$ cat src/hdl/ffp_pkg.sv
`timescale 1ns / 1ps
// ----------------------------------------------------------------------------
// ffp_pkg
// Shared types and constants of the two-resource first-fit packer.
// ----------------------------------------------------------------------------
package ffp_pkg;

  localparam int unsigned MAX_BINS_DEF = 64;

  localparam int unsigned CPU_W       = 8;
  localparam int unsigned MEM_W       = 10;
  localparam int unsigned TYPE_W      = 5;
  localparam int unsigned BIN_INDEX_W = 6;
  localparam int unsigned BINS_USE_W  = 7;

  localparam int unsigned CFG_IDX_W  = 1;
  localparam int unsigned CFG_DATA_W = 10;

  localparam logic [CFG_IDX_W-1:0] REG_CPU_CAP = 1'd0;
  localparam logic [CFG_IDX_W-1:0] REG_MEM_CAP = 1'd1;

  localparam logic [CPU_W-1:0] CPU_CAP_RST = 8'd56;
  localparam logic [MEM_W-1:0] MEM_CAP_RST = 10'd128;

  typedef enum logic [0:0] {
    OP_PLACE = 1'b0,
    OP_CLEAR = 1'b1
  } ffp_op_e;

  typedef enum logic [1:0] {
    ST_PLACED   = 2'd0,
    ST_OVERSIZE = 2'd1,
    ST_NO_BIN   = 2'd2,
    ST_CLEARED  = 2'd3
  } ffp_status_e;

  typedef struct packed {
    logic [0:0]        opcode;
    logic [TYPE_W-1:0] vm_type;
    logic [CPU_W-1:0]  vm_cpu;
    logic [MEM_W-1:0]  vm_mem;
  } ffp_req_t;

  typedef struct packed {
    logic [BIN_INDEX_W-1:0] bin_index;
    logic                   opened_bin;
    logic [1:0]             status;
    logic [BINS_USE_W-1:0]  bins_in_use;
    logic [TYPE_W-1:0]      type_echo;
  } ffp_res_t;

  typedef struct packed {
    logic [CPU_W-1:0] cpu;
    logic [MEM_W-1:0] mem;
  } ffp_cap_t;

  typedef struct packed {
    logic              valid;
    logic              active;
    logic              opened;
    ffp_status_e       status;
    logic [TYPE_W-1:0] vm_type;
    logic [CPU_W-1:0]  cpu;
    logic [MEM_W-1:0]  mem;
  } ffp_tok_t;

endpackage

$ cat src/hdl/ffp_cell.sv
`timescale 1ns / 1ps
// ----------------------------------------------------------------------------
// ffp_cell
// One bin of the packer chain: holds remaining CPU and memory, places a
// passing request if it fits or opens the bin, and hands the request on.
// ----------------------------------------------------------------------------
module ffp_cell import ffp_pkg::*; #(
  parameter int unsigned CELL_IDX = 0,
  parameter int unsigned IDX_W    = BIN_INDEX_W,
  parameter int unsigned CNT_W    = BINS_USE_W
) (
  input  logic             clk_i,
  input  logic             rst_ni,
  input  logic             adv_i,
  input  ffp_cap_t         cap_i,
  input  logic [CNT_W-1:0] open_cnt_i,
  input  ffp_tok_t         tok_i,
  input  logic [IDX_W-1:0] idx_i,
  output ffp_tok_t         tok_o,
  output logic [IDX_W-1:0] idx_o
);

  localparam logic [CNT_W-1:0] MyPos = CNT_W'(CELL_IDX);
  localparam logic [IDX_W-1:0] MyIdx = IDX_W'(CELL_IDX);

  logic [CPU_W-1:0] cpu_left_q, cpu_left_d;
  logic [MEM_W-1:0] mem_left_q, mem_left_d;
  ffp_tok_t         tok_q, tok_d;
  logic [IDX_W-1:0] idx_q, idx_d;
  logic             take, hit, fresh;

  always_comb begin
    take  = tok_i.valid && tok_i.active;
    hit   = take && (MyPos < open_cnt_i) &&
            (cpu_left_q >= tok_i.cpu) && (mem_left_q >= tok_i.mem);
    fresh = take && (MyPos == open_cnt_i);

    tok_d      = tok_i;
    idx_d      = idx_i;
    cpu_left_d = cpu_left_q;
    mem_left_d = mem_left_q;

    if (hit) begin
      cpu_left_d   = cpu_left_q - tok_i.cpu;
      mem_left_d   = mem_left_q - tok_i.mem;
      tok_d.active = 1'b0;
      tok_d.status = ST_PLACED;
      idx_d        = MyIdx;
    end else if (fresh) begin
      cpu_left_d   = cap_i.cpu - tok_i.cpu;
      mem_left_d   = cap_i.mem - tok_i.mem;
      tok_d.active = 1'b0;
      tok_d.opened = 1'b1;
      tok_d.status = ST_PLACED;
      idx_d        = MyIdx;
    end
  end

  always_ff @(posedge clk_i or negedge rst_ni) begin
    if (!rst_ni) begin
      tok_q <= '0;
    end else if (adv_i) begin
      tok_q <= tok_d;
    end
  end

  always_ff @(posedge clk_i) begin
    if (adv_i) begin
      idx_q      <= idx_d;
      cpu_left_q <= cpu_left_d;
      mem_left_q <= mem_left_d;
    end
  end

  assign tok_o = tok_q;
  assign idx_o = idx_q;

endmodule

$ cat config.mk
export PLATFORM = sky130hd
export DESIGN_NAME = ffp_cell
export DESIGN_NICKNAME = d
export VERILOG_FILES = /design/src/hdl/ffp_pkg.sv /design/src/hdl/ffp_cell.sv
export SDC_FILE = /design/constraint.sdc
export NUM_CORES = 1
export LEC_CHECK = 0
export BUFFER_PORTS_ARGS = -buffer_cell sky130_fd_sc_hd__buf_2
export CAP_MARGIN = 15
export CORE_MARGIN = 2
export CORE_UTILIZATION = 40
export DETAILED_ROUTE_END_ITERATION = 12
export SLEW_MARGIN = 0
export SYNTH_ARGS = -nofsm -noshare
export SYNTH_HDL_FRONTEND = slang
export SYNTH_SLANG_ARGS = --single-unit
$ cat constraint.sdc
create_clock -name clk_i -period 9.31 [get_ports clk_i]
set_input_delay 0 -clock clk_i [delete_from_list [all_inputs] [get_ports clk_i]]
set_output_delay 0 -clock clk_i [all_outputs]
set_load 0.01 [all_outputs]
==> flow_results.org <==
** Run status
- The run finished with clean final reports.

** Critical path
- CP required :: 9.37 ns
- Register-to-register setup slack :: 6.57 ns
- Launching element type of the critical path :: flip-flop
- STA puts the critical path data arrival time at 2.80 ns.
- Max FO, Critical Path :: 18
- STA classifies the critical path endpoint as a flip-flop.
- The critical path in this run is classified as flip-flop to flip-flop.

** Floorplanning
- Floorplan Core Area :: 8680 um^2
- Row Count :: 34
- Number of primary I/O pins :: 96
- The die is 98.2 um tall.
- Chip width :: 98.2 um
- Starting Density :: 40.9%
- Die area :: 9640 um^2

** Synth
- Largest cells by area after synthesis :: edfxtp_1 (20%), dfrtp_1 (20%), ha_1 (12%)
- The synthesized design contains 24 enable-type register cells.
- Count of cell types in the netlist :: 49
- Share of async-settable or async-resettable flops after synthesis :: 53.8%
- Commonest cells post-synth :: ha_1 (34), dfrtp_1 (28), inv_1 (27)
- Post-synthesis net count :: 438
- After synthesis the netlist holds a flip-flop and latch count of 52.
- During synthesis, Yosys emitted a total of 0 warnings.
- Post-synth top area share :: 20.3%
- Most common cell in the synthesized netlist :: ha_1
- Synthesis produced a netlist whose cell count is 338.
- The biggest area contributor in the post-synthesis netlist is edfxtp_1.
- The synthesized netlist occupies a cell area of 3550 um^2.
- The most used flip-flop cell after synthesis is dfrtp_1.
- Syn_area_per_cell :: 10.5 um^2
- For this run, the register share of the synthesized area comes to 40.0%.

** Timing
- Setup violations remaining at the end of the flow were counted as 0.
- The clock period could shrink to 2.74 ns.
- Measured against its own limit, the worst slew margin works out to 41.4%.
- Final slew viol count :: 0
- Hold_ws :: 0.0111 ns
- Setup repair after global routing left no endpoint under its margin.
- At the pin with the least slew margin, the transition time is 0.878 ns.
- FMAX :: 365 MHz
- Setup clock skew after layout :: 0.00716 ns
- Sum of negative setup slack :: 0 ns
- The worst path uses 29.5% of the clock period.
- The number of endpoints with negative hold slack in the final report came to 0.

** Pwr
- Leakage power summed over all cells :: 2.10 nW
- IR analysis of the VDD net gives a maximum drop of 0.0756 mV.
- Cell area power density :: 128 nW/um^2

** Detailed routing
- DRC violation count after routing :: 0
- ANT nets after route :: 0
- The detailed router finished its first iteration with 53 violations.
- Number of vias per cell :: 5.03
- After detailed routing, the average wire length per cell comes to 13.9 um.
- The first TritonRoute pass finished after 4 iterations.
- Drt total wl :: 8080 um
- Detailed routing inserted a total of 2,910 vias.

** Place
- Placer congestion estimate :: 0.801
- In this run the cell area measured after placement is 4150 um^2.
- Including well taps, the total number of placed cells is 537.
- Final HPWL DP :: 5910 um
- Port buffering added 95 buffers.

** Clock tree
- The later pin in the worst-skew pair is clocked with a latency of 0.31 ns.
- Clock tree synthesis selected as its root buffer the cell clkbuf_8.
- Num Clock Sinks :: 52
- After clock tree synthesis, the clock-pin slew on the worst setup and hold paths is 0.10 ns.
- Clock tree buffer depth :: 2
- TritonCTS built the clock tree.
- TritonCTS buffer count :: 5
- Number of H-tree branching levels :: 2
- Setup repair bufs after CTS :: 0

** Cells and area
- For this run, the share of the core covered by cells in the final layout is 53.0%.
- From synthesis to final layout, the design area changed by 29.6%.
- Cells with a size suffix above 1 make up 29.7% of the layout.
- At the end of the flow, the number of nets in the layout was 570.
- For this run, the number of standard cells in the final layout without fillers is 579.
- Post-layout instance area :: 4600 um^2
- # diodes :: 0

** GRT
- Aggregate global routing overflow :: 0
- Number of global-route vias before repair :: 2,989
- Pin count of the biggest net entering global routing :: 40
- Global-route total usage across every layer :: 16.9%
- Initial antenna violation count :: 0
- Global-route wire length before repair :: 13,300 um

** Worst hold path
- In this run the worst hold path is classified as input port to flip-flop.

** Run
- Max-cap violations in this run came to 0.
power by group:
part | internal (mW) | switching [mW] | total (mW)
Sequential | 0.259 | 0.00610 | 0.265
Clock | 0.0811 | 0.0802 | 0.161
Combinational | 0.0817 | 0.0801 | 0.162
Total | 0.421 | 0.166 | 0.588
worst paths after layout:
check,start,end,cells after the start
max in group asynchronous,rst_ni,tok_o[7]$_DFFE_PN0P_,2
worst max register to register,mem_left_q[0]$_DFFE_PP_,mem_left_q[5]$_DFFE_PP_,11
min in group asynchronous,rst_ni,tok_o[11]$_DFFE_PN0P_,2
worst max-delay path,mem_left_q[0]$_DFFE_PP_,mem_left_q[5]$_DFFE_PP_,11
worst min-delay path,tok_i[11],tok_o[11]$_DFFE_PN0P_,2
worst min register to register,tok_o[9]$_DFFE_PN0P_,tok_o[9]$_DFFE_PN0P_,1
flip-flops by register name (all words and copies together), names as in the netlist:
| name | flops |
|---|---|
| cpu_left_q | 8 |
| idx_o | 6 |
| mem_left_q | 10 |
| tok_o | 28 |
layout by cell type, fill, tap and decap left out, types with 2 or more instances in the layout:
master,instances
mux2_2,24
nand2_1,15
or2_2,3
nor2_1,25
o21ai_0,11
xnor2_1,18
o2111ai_1,3
a31o_2,3
fa_1,4
o211ai_1,2
nand3_1,3
buf_4,2
xor2_1,9
clkbuf_8,5
nor2b_1,10
mux2i_1,6
a31oi_1,3
a21o_1,5
buf_2,95
edfxtp_1,24
inv_1,27
dlygate4sd3_1,34
o21ai_1,2
dfrtp_1,28
nand2b_1,5
a211oi_1,2
and2_1,9
a21oi_1,23
nor3_1,9
or3_1,3
o21a_1,5
ha_1,34
through the flow:
| step | total power [mW] | setup WS, ns |
|---|---|---|
| 2_1_floorplan | 0.370 | 6.24 |
| 3_3_place_gp | 0.418 | 6.61 |
| 3_5_place_dp | 0.421 | 6.58 |
| 4_1_cts | 0.596 | 6.55 |
| 5_1_grt | 0.623 | 6.30 |
| 6_report | 0.588 | 6.57 |
routing by layer:
layer,wire [um],track usage [%],up-vias
met5,0,0,-
met4,39,3.48,0
met3,374,3.08,6
met2,4010,30.9,72
met1,3650,20.8,1360
li1,-,-,1472
worst max-delay path, stage by stage (launching register included):
cell      delay [ns]
edfxtp_1        0.36
inv_1           0.06
ha_1            0.15
inv_1           0.05
fa_1            0.40
a21oi_1         0.20
o21ai_1         0.11
a21oi_1         0.35
a221oi_4        0.13
nor2_2          0.34
nor2b_1         0.08
buf_4           0.23
cell families after synthesis:
logic type	count (synthesis)	share of synthesized area (%)
multiplexers	30	9.31
AO/OA/AOI/OAI	72	14.1
AND/OR/NAND/NOR	86	11.9
flip-flops	52	40.0
buffers and inverters	33	3.67
XOR/XNOR	27	6.66
adder cells (fa/ha/maj)	38	14.2
layout make-up:
class / instances / area (um^2)
fill: 787 / 4080
sequential: 52 / 1420
multi-input combinational: 253 / 2000
timing repair buffer: 131 / 831
clock inverter: 3 / 46.3
tap: 108 / 135
inverter: 27 / 101
clock buffer: 5 / 68.8
timing repair:
action                    4_1_cts  5_1_grt
hold buffers                   34        0
gates resized for setup         0        0
hold endpoints to repair       61        0
Power figures use the tool's default switching activity.
